<file path="src/rtl/pgr_pkg.sv">
// Shared types and constants of the PCM gain ramp and channel router.
`default_nettype none
package pgr_pkg;

	localparam int SAMPLE_W  = 16;
	localparam int GAIN_W    = 15;
	localparam int MS_W      = 16;
	localparam int MUL_W     = 16;
	localparam int PROD_W    = 2 * MUL_W;
	localparam int DVD_W     = 31;
	localparam int DVS_W     = 16;
	localparam int DIV_CNT_W = $clog2(DVD_W + 1);

	localparam logic [DVS_W-1:0] FULL_SCALE = 16'd32767;

	typedef enum logic [1:0] {
		REQ_FRAME = 2'd0,
		REQ_TICK  = 2'd1,
		REQ_RAMP  = 2'd2,
		REQ_NONE  = 2'd3
	} req_t;

	typedef enum logic [1:0] {
		MODE_STEREO = 2'd0,
		MODE_LEFT   = 2'd1,
		MODE_RIGHT  = 2'd2,
		MODE_SPARE  = 2'd3
	} mode_t;

	typedef enum logic [7:0] {
		ST_IDLE  = 8'b0000_0001,
		ST_TMUL  = 8'b0000_0010,
		ST_TDIV  = 8'b0000_0100,
		ST_FMULL = 8'b0000_1000,
		ST_FDIVL = 8'b0001_0000,
		ST_FMULR = 8'b0010_0000,
		ST_FDIVR = 8'b0100_0000,
		ST_FOUT  = 8'b1000_0000
	} state_t;

	typedef struct packed {
		logic             en;
		logic [MUL_W-1:0] a;
		logic [MUL_W-1:0] b;
	} mul_req_t;

	typedef struct packed {
		logic              vld;
		logic [PROD_W-1:0] prod;
	} mul_rsp_t;

	typedef struct packed {
		logic             start;
		logic [DVD_W-1:0] dividend;
		logic [DVS_W-1:0] divisor;
	} div_req_t;

	typedef struct packed {
		logic             done;
		logic [DVD_W-1:0] quotient;
	} div_rsp_t;

endpackage
`default_nettype wire

</file>
<file path="src/rtl/pgr_mul.sv">
// Shared unsigned multiplier with a registered product.
`default_nettype none
module pgr_mul
	import pgr_pkg::*;
(
	input  wire logic     clk,
	input  wire logic     arst_n,
	input  wire mul_req_t req,
	output mul_rsp_t      rsp
);

	logic              vld_q;
	logic [PROD_W-1:0] prod_q;

	always_ff @(posedge clk or negedge arst_n) begin
		if (!arst_n) begin
			vld_q <= 1'b0;
		end else begin
			vld_q <= req.en;
		end
	end

	always_ff @(posedge clk) begin
		if (req.en) begin
			prod_q <= PROD_W'(req.a) * PROD_W'(req.b);
		end
	end

	assign rsp.vld  = vld_q;
	assign rsp.prod = prod_q;

endmodule
`default_nettype wire

</file>
<file path="src/rtl/pgr_div.sv">
// Shared restoring divider, one quotient bit per cycle.
`default_nettype none
module pgr_div
	import pgr_pkg::*;
(
	input  wire logic     clk,
	input  wire logic     arst_n,
	input  wire div_req_t req,
	output div_rsp_t      rsp
);

	logic                 busy_q;
	logic                 done_q;
	logic [DIV_CNT_W-1:0] cnt_q;
	logic [DVD_W-1:0]     dvd_q;
	logic [DVS_W-1:0]     dvs_q;
	logic [DVS_W-1:0]     rem_q;
	logic [DVS_W:0]       trial;
	logic                 qbit;

	assign trial = {rem_q, dvd_q[DVD_W-1]};
	assign qbit  = (trial >= {1'b0, dvs_q});

	always_ff @(posedge clk or negedge arst_n) begin
		if (!arst_n) begin
			busy_q <= 1'b0;
			done_q <= 1'b0;
			cnt_q  <= '0;
		end else begin
			done_q <= 1'b0;
			if (req.start) begin
				busy_q <= 1'b1;
				cnt_q  <= DIV_CNT_W'(DVD_W);
			end else if (busy_q) begin
				cnt_q <= cnt_q - DIV_CNT_W'(1);
				if (cnt_q == DIV_CNT_W'(1)) begin
					busy_q <= 1'b0;
					done_q <= 1'b1;
				end
			end
		end
	end

	always_ff @(posedge clk) begin
		if (req.start) begin
			dvd_q <= req.dividend;
			dvs_q <= req.divisor;
			rem_q <= '0;
		end else if (busy_q) begin
			rem_q <= qbit ? DVS_W'(trial - {1'b0, dvs_q}) : trial[DVS_W-1:0];
			dvd_q <= {dvd_q[DVD_W-2:0], qbit};
		end
	end

	assign rsp.done     = done_q;
	assign rsp.quotient = dvd_q;

endmodule
`default_nettype wire

</file>
<file path="src/rtl/pcm_gain_ramp_channel_router_top.sv">
// PCM gain ramp and channel router: top level with sequencer and gain state.
//
// Input channel (in_valid/in_ready) carries one request per transfer: an audio
// frame, a one millisecond tick or a gain ramp command. Output channel
// (out_valid/out_ready) carries one result per audio frame only.
// cfg_wr_en/cfg_wr_data write channel_mode; write it only while idle.
//
// One shared 16x16 multiplier forms every product; a restoring divider (one
// quotient bit per cycle) divides by the ramp length, and a shift, add and
// compare divides by 32767.
// Ramp command and unused request: in_ready stays high after the transfer.
// Tick: in_ready stays high when no interpolation is due, else the sequencer
// multiplies in ST_TMUL, then divides in ST_TDIV before the next transfer.
// Frame: states ST_FMULL, ST_FDIVL, ST_FMULR, ST_FDIVR and ST_FOUT follow the
// transfer; in_ready is low while an item is in work.
// A finished frame waits in the sequencer until the output register is free;
// a new input is taken while a result sits in the output register.
// Reset clears gain, ramp state, channel_mode and the output valid.
`default_nettype none
module pcm_gain_ramp_channel_router_top
	import pgr_pkg::*;
(
	input  wire logic                       clk,
	input  wire logic                       arst_n,
	input  wire logic                       in_valid,
	output logic                            in_ready,
	input  wire logic [1:0]                 req_type,
	input  wire logic signed [SAMPLE_W-1:0] left_sample,
	input  wire logic signed [SAMPLE_W-1:0] right_sample,
	input  wire logic [GAIN_W-1:0]          ramp_target,
	input  wire logic [MS_W-1:0]            ramp_duration_ms,
	output logic                            out_valid,
	input  wire logic                       out_ready,
	output logic signed [SAMPLE_W-1:0]      out_left,
	output logic signed [SAMPLE_W-1:0]      out_right,
	output logic [GAIN_W-1:0]               gain_used,
	output logic                            ramp_active,
	input  wire logic                       cfg_wr_en,
	input  wire logic [1:0]                 cfg_wr_data
);

	state_t              state_q;
	mode_t               mode_q;
	logic [GAIN_W-1:0]   gain_now_q;
	logic [GAIN_W-1:0]   gain_from_q;
	logic [GAIN_W-1:0]   gain_goal_q;
	logic [MS_W-1:0]     length_q;
	logic [MS_W-1:0]     elapsed_q;
	logic [SAMPLE_W-1:0] samp_l_q;
	logic [SAMPLE_W-1:0] samp_r_q;
	logic [SAMPLE_W-1:0] res_l_q;
	logic                out_valid_q;
	logic [SAMPLE_W-1:0] out_left_q;
	logic [SAMPLE_W-1:0] out_right_q;
	logic [GAIN_W-1:0]   gain_used_q;
	logic                ramp_active_q;

	logic                accept;
	req_t                req;
	logic [MS_W-1:0]     elapsed_nxt;
	logic                ramp_up;
	logic [GAIN_W-1:0]   delta_mag;
	logic [SAMPLE_W-1:0] route_l;
	logic [SAMPLE_W-1:0] route_r;
	logic [SAMPLE_W-1:0] abs_l;
	logic [SAMPLE_W-1:0] abs_r;
	logic [SAMPLE_W-1:0] quo_s;
	logic [SAMPLE_W:0]   fs_rem;
	logic [SAMPLE_W-1:0] fs_quo;
	logic [SAMPLE_W-1:0] quo_neg;
	logic                out_free;
	mul_req_t            mul_req;
	mul_rsp_t            mul_rsp;
	div_req_t            div_req;
	div_rsp_t            div_rsp;

	assign in_ready = (state_q == ST_IDLE);
	assign accept   = in_valid && in_ready;
	assign req      = req_t'(req_type);
	assign out_free = !out_valid_q || out_ready;

	assign elapsed_nxt = (elapsed_q == {MS_W{1'b1}}) ? elapsed_q : elapsed_q + MS_W'(1);
	assign ramp_up     = (gain_goal_q >= gain_from_q);
	assign delta_mag   = ramp_up ? gain_goal_q - gain_from_q : gain_from_q - gain_goal_q;

	always_comb begin
		case (mode_q)
			MODE_LEFT: begin
				route_l = left_sample;
				route_r = left_sample;
			end
			MODE_RIGHT: begin
				route_l = right_sample;
				route_r = right_sample;
			end
			default: begin
				route_l = left_sample;
				route_r = right_sample;
			end
		endcase
	end

	assign abs_l   = samp_l_q[SAMPLE_W-1] ? ~samp_l_q + SAMPLE_W'(1) : samp_l_q;
	assign abs_r   = samp_r_q[SAMPLE_W-1] ? ~samp_r_q + SAMPLE_W'(1) : samp_r_q;
	assign quo_s   = div_rsp.quotient[SAMPLE_W-1:0];

	// divide by 2^15-1: high part plus a correction of up to two
	assign fs_rem  = {2'b00, mul_rsp.prod[GAIN_W-1:0]} + {1'b0, mul_rsp.prod[DVD_W-1:GAIN_W]};
	assign fs_quo  = mul_rsp.prod[DVD_W-1:GAIN_W]
		+ ((fs_rem >= {FULL_SCALE, 1'b0}) ? SAMPLE_W'(2)
		: (fs_rem >= {1'b0, FULL_SCALE}) ? SAMPLE_W'(1) : SAMPLE_W'(0));
	assign quo_neg = ~fs_quo + SAMPLE_W'(1);

	always_comb begin
		mul_req.en = 1'b0;
		mul_req.a  = '0;
		mul_req.b  = '0;
		case (state_q)
			ST_TMUL: begin
				mul_req.en = 1'b1;
				mul_req.a  = MUL_W'(delta_mag);
				mul_req.b  = elapsed_q;
			end
			ST_FMULL: begin
				mul_req.en = 1'b1;
				mul_req.a  = abs_l;
				mul_req.b  = MUL_W'(gain_now_q);
			end
			ST_FMULR: begin
				mul_req.en = 1'b1;
				mul_req.a  = abs_r;
				mul_req.b  = MUL_W'(gain_now_q);
			end
			default: begin
				mul_req.en = 1'b0;
			end
		endcase
	end

	assign div_req.start    = mul_rsp.vld && (state_q == ST_TDIV);
	assign div_req.dividend = mul_rsp.prod[DVD_W-1:0];
	assign div_req.divisor  = length_q;

	pgr_mul u_mul (
		.clk    (clk),
		.arst_n (arst_n),
		.req    (mul_req),
		.rsp    (mul_rsp)
	);

	pgr_div u_div (
		.clk    (clk),
		.arst_n (arst_n),
		.req    (div_req),
		.rsp    (div_rsp)
	);

	always_ff @(posedge clk or negedge arst_n) begin
		if (!arst_n) begin
			state_q     <= ST_IDLE;
			mode_q      <= MODE_STEREO;
			gain_now_q  <= '0;
			gain_from_q <= '0;
			gain_goal_q <= '0;
			length_q    <= '0;
			elapsed_q   <= '0;
			out_valid_q <= 1'b0;
		end else begin
			if (cfg_wr_en) begin
				mode_q <= mode_t'(cfg_wr_data);
			end
			if (state_q == ST_FOUT && out_free) begin
				out_valid_q <= 1'b1;
			end else if (out_valid_q && out_ready) begin
				out_valid_q <= 1'b0;
			end
			case (state_q)
				ST_IDLE: begin
					if (accept) begin
						case (req)
							REQ_FRAME: begin
								state_q <= ST_FMULL;
							end
							REQ_TICK: begin
								elapsed_q <= elapsed_nxt;
								if (gain_now_q != gain_goal_q && length_q != '0) begin
									if (elapsed_nxt >= length_q) begin
										gain_now_q <= gain_goal_q;
									end else begin
										state_q <= ST_TMUL;
									end
								end
							end
							REQ_RAMP: begin
								gain_from_q <= gain_now_q;
								gain_goal_q <= ramp_target;
								elapsed_q   <= '0;
								length_q    <= ramp_duration_ms;
								if (ramp_duration_ms == '0) begin
									gain_now_q <= ramp_target;
								end
							end
							default: begin
								state_q <= ST_IDLE;
							end
						endcase
					end
				end
				ST_TMUL: begin
					state_q <= ST_TDIV;
				end
				ST_TDIV: begin
					if (div_rsp.done) begin
						gain_now_q <= ramp_up ? gain_from_q + quo_s[GAIN_W-1:0]
						                      : gain_from_q - quo_s[GAIN_W-1:0];
						state_q    <= ST_IDLE;
					end
				end
				ST_FMULL: begin
					state_q <= ST_FDIVL;
				end
				ST_FDIVL: begin
					state_q <= ST_FMULR;
				end
				ST_FMULR: begin
					state_q <= ST_FDIVR;
				end
				ST_FDIVR: begin
					state_q <= ST_FOUT;
				end
				ST_FOUT: begin
					if (out_free) begin
						state_q <= ST_IDLE;
					end
				end
				default: begin
					state_q <= ST_IDLE;
				end
			endcase
		end
	end

	always_ff @(posedge clk) begin
		if (accept && req == REQ_FRAME) begin
			samp_l_q <= route_l;
			samp_r_q <= route_r;
		end
		if (state_q == ST_FDIVL) begin
			res_l_q <= samp_l_q[SAMPLE_W-1] ? quo_neg : fs_quo;
		end
		if (state_q == ST_FDIVR) begin
			samp_r_q <= samp_r_q[SAMPLE_W-1] ? quo_neg : fs_quo;
		end
		if (state_q == ST_FOUT && out_free) begin
			out_left_q    <= res_l_q;
			out_right_q   <= samp_r_q;
			gain_used_q   <= gain_now_q;
			ramp_active_q <= (gain_now_q != gain_goal_q);
		end
	end

	assign out_valid   = out_valid_q;
	assign out_left    = out_left_q;
	assign out_right   = out_right_q;
	assign gain_used   = gain_used_q;
	assign ramp_active = ramp_active_q;

endmodule
`default_nettype wire

</file>
<file path="config.mk">
export PLATFORM = sky130hd
export DESIGN_NAME = pcm_gain_ramp_channel_router_top
export DESIGN_NICKNAME = d
export VERILOG_FILES = /design/src/rtl/pgr_pkg.sv /design/src/rtl/pgr_mul.sv /design/src/rtl/pgr_div.sv /design/src/rtl/pcm_gain_ramp_channel_router_top.sv
export SDC_FILE = /design/constraint.sdc
export NUM_CORES = 1
export LEC_CHECK = 0
export BUFFER_PORTS_ARGS = -buffer_cell sky130_fd_sc_hd__buf_2
export CORE_MARGIN = 2
export CORE_UTILIZATION = 55
export DETAILED_ROUTE_END_ITERATION = 7
export GPL_TIMING_DRIVEN = 0
export MAX_ROUTING_LAYER = met4
export PLACE_DENSITY = 0.75
export SYNTH_ARGS = -nofsm -noshare
export SYNTH_HDL_FRONTEND = slang
export SYNTH_HIERARCHICAL = 1
export SYNTH_SLANG_ARGS = --single-unit
</file>
<file path="constraint.sdc">
create_clock -name clk -period 7.53 [get_ports clk]
set_clock_uncertainty 0.2 [all_clocks]
set_input_delay 1.1295 -clock clk [delete_from_list [all_inputs] [get_ports clk]]
set_output_delay 1.1295 -clock clk [all_outputs]
set_load 0.005 [all_outputs]
</file>
# Word level (Yosys, flattened, before mapping)
# Cells that the tools add are included.
[word_totals]
regBits = 286
elab_cells = 132
output_inout_bits = 50
[classes]
n_eq_ne = 24
add_sub_neg = 12
n_reduce_logical = 21
multipliers = 1
n_mux = 43
bitwise_logic = 3
n_lt_le_gt_ge = 5
[op_table]
columns = ["cell", "n"]
rows = [
  ["$mux W16", 10],
  ["$mux W15", 7],
  ["$pmux W32 S3", 1],
  ["$add A16 B1 Y16 const B", 4],
  ["$pmux W8 S8", 1],
  ["$mux W31", 2],
  ["$pmux W15 S2", 2],
  ["$not A16 Y16", 3],
  ["$sub A15 B15 Y15", 3],
  ["$mux W8", 5],
  ["$pmux W16 S2", 1],
  ["$mul A16 B16 Y31", 1],
  ["$pmux W8 S3", 1],
  ["$add A15 B16 Y17", 1],
  ["$ge A17 B15 Y1 const B", 1],
  ["$ge A17 B16 Y1", 1],
  ["$ge A17 B16 Y1 const B", 1],
  ["$add A16 B2 Y16", 1],
  ["$eq A16 B16 Y1 const B", 1],
  ["$ge A16 B16 Y1", 1],
  ["$logic_not A16 Y1", 1],
  ["$reduce_bool A16 Y1", 1],
  ["$sub A16 B16 Y16", 1],
  ["$add A15 B15 Y15", 1],
  ["other kinds (30)", 57],
]

# Longest topological paths before layout
# Gate-level depths: netlist of run 1.
[depth]
depth_word = 9
mapped_depth = 36

# Modules after synthesis
# The synthesis of run 1 kept the hierarchy.
[by_module_without_submodules]
columns = ["module", "seq_area_each_um2", "n_inst", "cells_each", "area_per_inst_um2"]
rows = [
  ["pcm_gain_ramp_channel_router_top", 5086.1, 1, 1342, 13093.8],
  ["pgr_mul", 985.9, 1, 1033, 9623.0],
  ["pgr_div", 1906.8, 1, 351, 3865.0],
]

# Worst setup path after synthesis of run 1
# OpenSTA, ideal clock, no wires.
[synth_timing]
path_kind = "register to register"
from = "register gain_from_q[1]"
to = "register u_mul.prod_q[30], data pin"
n_path_buf = 3
t_required_ns = 7.065
path_slack_ns = -0.767
path_stages_with_launch = 32
setup_time_ns = 0.265
synth_period_minus_slack_ns = 8.297
t_arrival_ns = 7.833
cell_sequence = "dfrtp_1 > inv_1 > ha_1 > nor2b_1 > o21a_1 > o41a_1 > or3_1 > buf_4 > mux2i_1 > a21oi_1 > o21ai_1 > mux2_2 > o21ai_1 > clkbuf_1 > nand2_1 > fa_1 > fa_1 > fa_1 > inv_1 > fa_1 > fa_1 > inv_1 > fa_1 > inv_1 > ha_1 > buf_6 > a21o_1 > nor4_4 > a21oi_2 > a31o_1 > nor4_1 > nor3_1"
[synth_lines]
columns = ["item", "line_no", "text"]
rows = [
  ["start: declaration", "pcm_gain_ramp_channel_router_top.sv:45", "logic [GAIN_W-1:0] gain_from_q;"],
  ["start signal: assignment", "pcm_gain_ramp_channel_router_top.sv:195", "gain_from_q <= gain_now_q;"],
  ["end signal: assignment", "pgr_mul.sv:25", "prod_q <= PROD_W'(req.a) * PROD_W'(req.b);"],
  ["end: declaration", "pgr_mul.sv:13", "logic [PROD_W-1:0] prod_q;"],
]

==> results of run 1 <==
[power by group]
group	switching [mW]	leakage (nW)	internal, mW
clock network	0.623	0.519	0.965
registers	0.369	2.92	1.96
logic	2.66	10.3	2.06
total	3.65	13.7	4.98
[worst max-delay path by stage]
| stage | cells past startpoint | endpoint | slack (ns) | startpoint |
|---|---|---|---|---|
| 3_5_place_dp | 29 | u_mul/prod_q[29]$_DFFE_PP_ | -2.03 | gain_from_q[8]$_DFFE_PN0P_ |
| 5_1_grt | 31 | u_mul/prod_q[28]$_DFFE_PP_ | -1.29 | gain_goal_q[6]$_DFFE_PN0P_ |
| 6_report | 31 | u_mul/prod_q[28]$_DFFE_PP_ | -1.10 | gain_from_q[6]$_DFFE_PN0P_ |
| 4_1_cts | 32 | u_mul/prod_q[28]$_DFFE_PP_ | -0.98 | gain_goal_q[1]$_DFFE_PN0P_ |
| 2_1_floorplan | 31 | u_mul/prod_q[30]$_DFFE_PP_ | -0.32 | gain_from_q[1]$_DFFE_PN0P_ |
| 3_3_place_gp | 29 | u_mul/prod_q[28]$_DFFE_PP_ | -1.99 | gain_from_q[8]$_DFFE_PN0P_ |
[worst reg2reg max path, delay by kind of cell, from the launching register on]
family          cells  cell delay, ns
compound gates      9            1.71
xor+xnor            1            0.06
fa+ha+maj           8            3.48
buf+inv             7            0.75
flops               1            0.41
mux                 2            0.64
simple gates        4            1.13
[per-stage QoR]
step	setup slack (ns)	hold slack (ns)	utilization (%)
CTS	-0.984	0.219	63.8
detailed placement	-2.03	0.206	59.5
global placement	-1.99	0.205	59.3
global route	-1.29	0.225	65.5
finish	-1.10	0.213	65.5
floorplan	-0.323	0.200	-
[layer usage]
layer | global-route usage [%] | wire (um) | vias up
met4 | 11.7 | 3410 | 0
met2 | 52.7 | 38200 | 949
li1 | - | - | 9794
met5 | - | 0 | -
met1 | 39.9 | 31200 | 10800
met3 | 4.15 | 5300 | 227
[registers in the layout (all words and copies together), names as in the netlist, 2 cells and up]
| register | flops |
|---|---|
| samp_r_q | 16 |
| gain_goal_q | 15 |
| state_q | 8 |
| res_l_q | 16 |
| mode_q | 2 |
| u_div/rem_q | 16 |
| elapsed_q | 16 |
| u_div/cnt_q | 5 |
| u_div/dvs_q | 16 |
| length_q | 16 |
| u_mul/prod_q | 31 |
| gain_now_q | 15 |
| gain_used | 15 |
| gain_from_q | 15 |
| u_div/dvd_q | 31 |
| out_right | 16 |
| samp_l_q | 16 |
| out_left | 16 |
[area by class of cell]
class                   instances  share of cell area (%)
flip-flops and latches        286                    25.5
repair buffers                226                    5.01
clock buffers                  47                    2.91
inverters                     331                    3.98
well taps                     615                    2.47
multi-input cells            1990                    57.6
clock inverters                10                   0.513
plain buffers                 108                    2.05
[layout by cell type (no fill, tap or decap), drive strengths merged, types with 8 or more instances in the layout]
master / n
inv: 328
nand2: 300
buf: 262
ha: 206
fa: 200
edfxtp: 174
and2: 136
a21oi: 133
clkbuf: 118
nor2: 117
o21ai: 113
mux2: 105
xnor2: 103
dfrtp: 95
xor2: 68
nand3: 46
mux2i: 44
a21o: 37
nor3: 32
nand4: 26
nand2b: 24
o31ai: 24
a22o: 23
o211ai: 21
nor2b: 21
nor4: 20
dfxtp: 16
o221ai: 15
o21bai: 14
a31oi: 13
or3: 13
o21a: 12
a311oi: 12
and3: 10
a211oi: 10
or4: 9
clkinv: 8
[timing repair]
item	CTS	global route
pin swaps	42	78
cloned	2	1
setup buffers	54	43
resized for setup	128	120
endpoints found under the setup margin	25	23
==> impl_metrics.csv, run 1 <==
group,metric,value,unit
setup_path,critPathKind,"flip-flop to flip-flop",
sta,period_needed,8.63,ns
synth,postSynthAreaPerCell,9.75,um2
global_route,grt-ovfl-total,0,
setup_path,endpoint_kind,"flip-flop",
clock_tree,clkTransAtPathRegs,0.06,ns
worst_hold_path,hold_start,"res_l_q[7]$_DFFE_PP_",
sta,report.final.slew_viol_count,0,
clock_tree,ctsLongestPathBuffers,3,
route,dr.pass1.iters,5,
setup_path,path_common_cell,"fa_1",
final_layout,stdcell_area,31200,um2
global_route,grt_pass1_wl,120000,um
route,route.final.wire_length,78100,um
synth,syn_inst,2719,
final_layout,multi_input_area,18000,um2
sta,worst_pin_slew,1.05,ns
floorplan,core,47600,um2
route,wire_per_inst,21.6,um
route,ant_nets,0,
clock_tree,cts_root_buffer,"clkbuf_16",
place,place_congestion,0.976,
place,port-buffer-count,121,
final_layout,syn2layout_area_growth,17.8,%
place,dpl.cell_count,3459,
clock_tree,h-tree-depth,1,
power,p_leak,13.7,nW
setup_path,cp_top_family,"adder cells",
clock_tree,numCtsBuffers,31,
sta,worst_slack,-1.10,ns
worst_hold_path,min_to,"out_left[7]$_DFFE_PP_",
clock_tree,clock-sinks,286,
final_layout,layoutNonFillerInstCount,3613,
clock_tree,cts_hold_buffers,0,
power,power.density,277,nW/um2
route,vias_per_cell,6.03,
global_route,grt_start_max_net_pins,73,
floorplan,initial_core_util,55.6,%
sta,setup_viol,22,
synth,syn_area,26500,um2
global_route,grt_pass1_vias,21900,
floorplan,fp.dieW,224,um
setup_path,worstPathMaxFanout,8,
worst_hold_path,hp-class,"flip-flop to flip-flop",
setup_path,slowest_stage,"fa_2",
setup_path,worst-r2r-cell-count,31,
setup_path,worstPathArrival,8.72,ns
setup_path,crit_required,7.62,ns
floorplan,io_pins,122,
sta,post-route-period-util,115,%
final_layout,nets,3452,
global_route,grt_antenna_before_repair,0,
worst_hold_path,whs_path_depth,0,
power,total_power,8.63,mW
sta,timing.slew.headroom,29.7,%
setup_path,critPathLaunchType,"flip-flop",
setup_path,regToRegSetupSlack,-1.10,ns
clock_tree,clkLatencyLatePin,0.58,ns
setup_path,worst-path-buf-inv,7,
final_layout,diodes,0,
setup_path,r2r-end,"u_mul/prod_q[28]$_DFFE_PP_",
outcome,failed_checks,"setup timing",
setup_path,rr_startpoint,"gain_from_q[6]$_DFFE_PN0P_",
route,drtIter0Drc,1792,
synth,synth_nets,3197,
floorplan,die-area,50000,um2
power,ir_drop,0.219,mV
route,via_count,21800,
setup_path,cpPeakStageDelay,0.58,ns
synth,yosys_warnings,6,
flow_run,cap_violations,0,
final_layout,drive_gt1_share,21.9,%
global_route,grt_usage,31.7,%
sta,rsz0062_at_grt,"yes",
final_layout,n_fill_cell,3702,
floorplan,rows,80,
sta,finalHoldViolations,0,
route,drc_errors,0,
sta,fin_tns_setup,-16.98,ns
sta,fmax,116,MHz
clock_tree,cts_tree,"built",
place,hpwl,60000,um
final_layout,final-seq-area,7960,um2
place,placed_area,28300,um2
floorplan,die_h,224,um
outcome,status,"complete, but fails checks",
(Power assumes the default switching activity.)
==> run 2, diff against run 1 <==
CORE_ASPECT_RATIO = 0.5   (was not set)
GPL_TIMING_DRIVEN = not set   (was 0)
==> run 2 against run 1 <==
Against the previous run: the flow still finishes with violations (setup timing); combinational power up 6.4%; worst hold slack lost 0.019 ns; fmax is 4.7% higher; core utilization is 2.2 points higher; first-iteration DRC count up 7.8%; total power grew 1.8%; clock-buffer cell count is 15 lower; die area grew 0.21%; flip-flop and latch count did not move; cell count is 3.0% higher; sequential share of layout area down 0.65 points; register-to-register slack gained 0.39 ns; highest routed layer unchanged.
==> impl_metrics.csv, run 2 (synthesized netlist as in run 1, its figures left out) <==
group,metric,value,unit
outcome,status,"complete, but fails checks",
outcome,failed_checks,"setup timing",
route,vias_per_cell,5.79,
setup_path,regToRegSetupSlack,-0.71,ns
place,dpl.cell_count,3625,
final_layout,layout_commonest_cell,"inv_1",
final_layout,drive_gt1_share,25.8,%
setup_path,rr_startpoint,"gain_from_q[1]$_DFFE_PN0P_",
sta,post-route-period-util,109,%
floorplan,io_pins,122,
sta,finalHoldViolations,0,
power,p_leak,14.5,nW
setup_path,path_common_cell,"fa_1",
clock_tree,clkTransAtPathRegs,0.07,ns
setup_path,worstPathMaxFanout,6,
clock_tree,numCtsBuffers,27,
power,p_sw_share,40.4,%
global_route,grt_pass1_vias,21600,
power,internal-power,5.24,mW
floorplan,fp.dieW,314,um
final_layout,diodes,0,
floorplan,rows,56,
clock_tree,h-tree-depth,1,
power,ir_drop,0.255,mV
worst_hold_path,hp-class,"flip-flop to flip-flop",
route,ant_nets,0,
floorplan,die_h,159,um
sta,worst_pin_slew,1.03,ns
floorplan,core,47200,um2
setup_path,worst-r2r-cell-count,34,
clock_tree,cts_tree,"built",
final_layout,syn2layout_area_growth,20.7,%
setup_path,critPathKind,"flip-flop to flip-flop",
floorplan,initial_core_util,56.1,%
sta,fmax,121,MHz
worst_hold_path,whs_path_depth,0,
sta,report.final.slew_viol_count,0,
sta,rsz0062_at_grt,"yes",
final_layout,nets,3542,
final_layout,stdcell_area,32000,um2
power,power.density,275,nW/um2
setup_path,endpoint_kind,"flip-flop",
flow_run,cap_violations,0,
setup_path,crit_required,7.63,ns
clock_tree,cts_root_buffer,"clkbuf_16",
worst_hold_path,min_to,"out_left[15]$_DFFE_PP_",
sta,setup_viol,19,
worst_hold_path,hold_start,"res_l_q[15]$_DFFE_PP_",
power,clkPwrFrac,17.1,%
final_layout,n_fill_cell,3641,
final_layout,layoutNonFillerInstCount,3721,
final_layout,final_cell_mix,"inv_1 (309), nand2_1 (284), buf_4 (263)",
final_layout,reg.largest.list,"u_div/dvd_q x31, u_mul/prod_q x31",
sta,period_needed,8.24,ns
clock_tree,ctsLongestPathBuffers,3,
global_route,grt_usage,30.6,%
setup_path,cpPeakStageDelay,0.55,ns
place,port-buffer-count,121,
global_route,grt_start_max_net_pins,66,
route,dr.pass1.iters,5,
power,power_frac_seq,25.8,%
floorplan,die-area,50100,um2
clock_tree,clkLatencyLatePin,0.59,ns
place,place_congestion,1.01,
place,hpwl,58800,um
setup_path,worstPathArrival,8.34,ns
global_route,grt_antenna_before_repair,0,
power,power.switching,3.55,mW
setup_path,critPathLaunchType,"flip-flop",
route,wire_per_inst,20.1,um
sta,worst_slack,-0.711,ns
route,via_count,21600,
sta,holdWs,0.194,ns
global_route,grt-ovfl-total,0,
setup_path,r2r-end,"u_mul/prod_q[29]$_DFFE_PP_",
route,route.final.wire_length,74700,um
clock_tree,clock-sinks,286,
sta,timing.slew.headroom,31.0,%
place,placed_area,29800,um2
setup_path,slowest_stage,"fa_2",
global_route,grt_pass1_wl,118000,um
route,drtIter0Drc,1931,
power,power_frac_comb,57.2,%
route,drc_errors,0,
run 2: changes by cell type in the layout (fill, tap and decap cells not counted), moves of 6 or more:
cell      change
buf_4       +174
clkbuf_1     -56
clkbuf_2     -13
buf_12       +11
buf_2        -11
o221ai_4     -10
dfrtp_1       +9
dfrtp_2       -9
clkbuf_8      -7
and2_1        -6
buf_1         -6
nand2_2       -6
run 2: worst max-delay path: cells and delay by family, from the launching register on:
kind / cells / cell delay (ns)
adder cells (fa/ha/maj): 8 / 3.45
AO/OA/AOI/OAI: 8 / 1.57
buffers and inverters: 9 / 0.89
AND/OR/NAND/NOR: 6 / 0.80
multiplexers: 2 / 0.50
flip-flops: 1 / 0.43
XOR/XNOR: 1 / 0.11
run 2: timing repair:
action	in CTS	in global routing
endpoints found under the setup margin	21	22
setup buffers	38	10
cloned	1	0
pin swaps	66	51
gates resized for setup	114	70
hold buffers	0	0
run 2: metal layers:
metal	track usage [%]	vias to the layer above	wire length (um)
met4	5.89	0	1660
li1	-	9981	-
met5	-	-	0
met3	4.21	129	5450
met1	42.0	10700	32400
met2	48.9	731	35200
run 2: per-stage QoR:
stage	TNS [ns]	power, mW	util [%]	setup slack (ns)
detailed placement	-11.47	6.65	63.2	-0.822
global route	-13.83	9.27	67.7	-0.899
floorplan	-2.43	5.00	-	-0.323
CTS	-7.94	8.57	67.0	-0.659
finish	-10.07	8.78	67.7	-0.711
global placement	-8.56	6.58	63.2	-0.658
run 2: worst max path at each step:
stage / to / slack (ns) / cells past startpoint / start
2_1_floorplan: u_mul/prod_q[30]$_DFFE_PP_ / -0.32 / 31 / gain_from_q[1]$_DFFE_PN0P_
3_3_place_gp: u_mul/prod_q[28]$_DFFE_PP_ / -0.66 / 33 / gain_from_q[11]$_DFFE_PN0P_
3_5_place_dp: u_mul/prod_q[30]$_DFFE_PP_ / -0.82 / 33 / gain_from_q[1]$_DFFE_PN0P_
4_1_cts: u_mul/prod_q[28]$_DFFE_PP_ / -0.66 / 34 / gain_from_q[1]$_DFFE_PN0P_
5_1_grt: u_mul/prod_q[28]$_DFFE_PP_ / -0.90 / 32 / gain_from_q[10]$_DFFE_PN0P_
6_report: u_mul/prod_q[29]$_DFFE_PP_ / -0.71 / 34 / gain_from_q[1]$_DFFE_PN0P_
run 2: final cells by class:
cell class / instances / area [um2] / share of cell area, %
Inverter: 331 / 1240 / 3.88
Clock inverter: 16 / 243 / 0.759
Multi-Input combinational cell: 1990 / 17800 / 55.7
Tap cell: 638 / 798 / 2.50
Sequential cell: 286 / 7950 / 24.9
Clock buffer: 32 / 716 / 2.24
Timing Repair Buffer: 428 / 3230 / 10.1
run 2: power groups by stage:
stage / clock network, mW / registers [mW] / logic, mW
after floorplan: 0 / 2.19 / 2.81
final: 1.50 / 2.26 / 5.02
after detailed placement: 0 / 2.28 / 4.37
after global routing: 1.57 / 2.29 / 5.40
after CTS: 1.52 / 2.25 / 4.79
after global placement: 0 / 2.27 / 4.30
==> run 3, diff against run 2 <==
CTS_BUF_LIST = sky130_fd_sc_hd__clkbuf_2 sky130_fd_sc_hd__clkbuf_4 sky130_fd_sc_hd__clkbuf_8   (was not set)
==> run 3 against run 2 <==
Against the previous run: the flow still finishes with violations (setup timing); worst setup slack better by 0.14 ns; combinational power grew 2%; fmax increased by 1.8%; final area is 0.59% higher; worst hold slack gained 0.025 ns; wire length is 1.2% higher; non-clock buffer count fell by 1; via count rose by 1.0%; critical endpoint is now u_mul/prod_q[28]$_DFFE_PP_; largest cell class unchanged.
==> impl_metrics.csv, run 3 (synthesized netlist as in run 1, its figures left out) <==
group,metric,value,unit
route,dr.pass1.iters,6,
floorplan,core,47200,um2
global_route,grt_util_met2,48.6,%
floorplan,initial_core_util,56.1,%
global_route,grt_usage,31.0,%
setup_path,cpPeakStageDelay,0.57,ns
worst_hold_path,hold_start,"res_l_q[3]$_DFFE_PP_",
power,power.switching,3.64,mW
final_layout,drive_gt1_share,26.9,%
clock_tree,ctsLongestPathBuffers,3,
setup_path,worst-r2r-cell-count,31,
sta,holdWs,0.219,ns
place,port-buffer-count,121,
global_route,busiest_layer,"met2",
clock_tree,h-tree-depth,2,
global_route,grt_start_max_net_pins,66,
worst_hold_path,min_to,"out_left[3]$_DFFE_PP_",
setup_path,critPathLaunchType,"flip-flop",
floorplan,die-area,50100,um2
clock_tree,clkTransAtPathRegs,0.07,ns
setup_path,critPathKind,"flip-flop to flip-flop",
final_layout,layout_commonest_cell,"inv_1",
final_layout,reg.largest.list,"u_div/dvd_q x31, u_mul/prod_q x31",
setup_path,worstPathArrival,8.27,ns
final_layout,n_fill_cell,3619,
setup_path,endpoint_kind,"flip-flop",
worst_hold_path,hp-class,"flip-flop to flip-flop",
power,power.density,279,nW/um2
sta,setup_viol,20,
worst_hold_path,whs_path_depth,0,
global_route,met1_usage,42.7,%
setup_path,crit_required,7.70,ns
final_layout,diodes,0,
final_layout,syn2layout_area_growth,21.4,%
power,ir_drop,0.234,mV
clock_tree,clock-sinks,286,
final_layout,nets,3560,
sta,fmax,124,MHz
flow_run,cap_violations,0,
sta,post-route-period-util,108,%
setup_path,cp_top_family,"adder cells",
global_route,grt.met3_usage,4.10,%
route,drtIter0Drc,2062,
power,power_frac_comb,57.1,%
route,route.final.wire_length,75600,um
global_route,grt_antenna_before_repair,0,
power,p_sw_share,40.5,%
setup_path,regToRegSetupSlack,-0.57,ns
place,dpl.cell_count,3625,
power,clkPwrFrac,17.5,%
floorplan,io_pins,122,
sta,finalHoldViolations,0,
route,vias_per_cell,5.80,
sta,timing.slew.headroom,32.0,%
sta,report.final.slew_viol_count,0,
clock_tree,clkLatencyLatePin,0.62,ns
route,wire_per_inst,20.1,um
global_route,grt_pass1_wl,119000,um
clock_tree,cts_hold_buffers,0,
outcome,status,"complete, but fails checks",
clock_tree,cts_root_buffer,"clkbuf_8",
floorplan,rows,56,
power,internal-power,5.34,mW
sta,rsz0062_at_grt,"yes",
floorplan,die_h,159,um
sta,worst_slack,-0.567,ns
route,via_count,21800,
route,drc_errors,0,
setup_path,r2r-end,"u_mul/prod_q[28]$_DFFE_PP_",
setup_path,rr_startpoint,"gain_from_q[1]$_DFFE_PN0P_",
outcome,failed_checks,"setup timing",
setup_path,cp.depth,31,
setup_path,worstPathMaxFanout,8,
power,power_frac_seq,25.3,%
place,place_congestion,1.01,
route,ant_nets,0,
sta,period_needed,8.10,ns
place,hpwl,58800,um
clock_tree,numCtsBuffers,46,
power,p_leak,14.6,nW
final_layout,layoutNonFillerInstCount,3758,
setup_path,path_common_cell,"fa_1",
sta,worst_pin_slew,1.02,ns
clock_tree,cts_tree,"built",
global_route,grt-ovfl-total,0,
global_route,grt_pass1_vias,21800,
setup_path,worst-path-buf-inv,10,
floorplan,fp.dieW,314,um
final_layout,final_cell_mix,"inv_1 (304), nand2_1 (284), buf_4 (259)",
setup_path,slowest_stage,"fa_1",
run 3: changes by cell type in the layout (fill, tap and decap cells not counted), sizes merged:
cell,before,now
clkinv,6,10
buf,428,427
clkbuf,32,67
inv,331,332
clkinvlp,5,3
run 3: stage by stage:
stage | power (mW) | setup TNS (ns) | util [%] | cell area, um2 | setup WS (ns)
2_1_floorplan | 5.00 | -2.43 | - | 26900 | -0.323
3_3_place_gp | 6.58 | -8.56 | 63.2 | 29800 | -0.658
3_5_place_dp | 6.65 | -11.47 | 63.2 | 29800 | -0.822
4_1_cts | 8.68 | -7.17 | 67.3 | 31800 | -0.597
5_1_grt | 9.46 | -11.66 | 68.1 | 32200 | -0.792
6_report | 8.97 | -7.82 | 68.1 | 32200 | -0.567
run 3: layout make-up:
| type | count | area (um2) | area share [%] |
|---|---|---|---|
| Clock buffer | 67 | 816 | 2.54 |
| Timing Repair Buffer | 427 | 3220 | 10.0 |
| Inverter | 331 | 1240 | 3.86 |
| Multi-Input combinational cell | 1990 | 17900 | 55.6 |
| Tap cell | 638 | 798 | 2.48 |
| Sequential cell | 286 | 7950 | 24.7 |
| Clock inverter | 19 | 260 | 0.809 |
run 3: per-layer routing:
layer | wire length, um | share of wire [%]
met1 | 32800 | 43
met2 | 35400 | 47
met3 | 5610 | 7.4
met4 | 1870 | 2.5
met5 | 0 | 0
run 3: worst max path at each step:
stage | startpoint | end | slack [ns]
2_1_floorplan | gain_from_q[1]$_DFFE_PN0P_ | u_mul/prod_q[30]$_DFFE_PP_ | -0.32
3_3_place_gp | gain_from_q[11]$_DFFE_PN0P_ | u_mul/prod_q[28]$_DFFE_PP_ | -0.66
3_5_place_dp | gain_from_q[1]$_DFFE_PN0P_ | u_mul/prod_q[30]$_DFFE_PP_ | -0.82
4_1_cts | gain_from_q[1]$_DFFE_PN0P_ | u_mul/prod_q[30]$_DFFE_PP_ | -0.60
5_1_grt | gain_goal_q[0]$_DFFE_PN0P_ | u_mul/prod_q[28]$_DFFE_PP_ | -0.79
6_report | gain_from_q[1]$_DFFE_PN0P_ | u_mul/prod_q[28]$_DFFE_PP_ | -0.57
run 3: power by group through the flow:
stage               Combinational, mW  Clock (mW)  Sequential, mW
global route                     5.49        1.67            2.30
floorplan                        2.81           0            2.19
global placement                 4.30           0            2.27
finish                           5.13        1.57            2.27
CTS                              4.82        1.60            2.26
detailed placement               4.37           0            2.28
run 3: timing repair:
action | in CTS | in global routing
pin swaps | 67 | 45
cloned | 1 | 0
setup buffers | 33 | 15
endpoints found under the setup margin | 21 | 22
gates resized for setup | 117 | 78
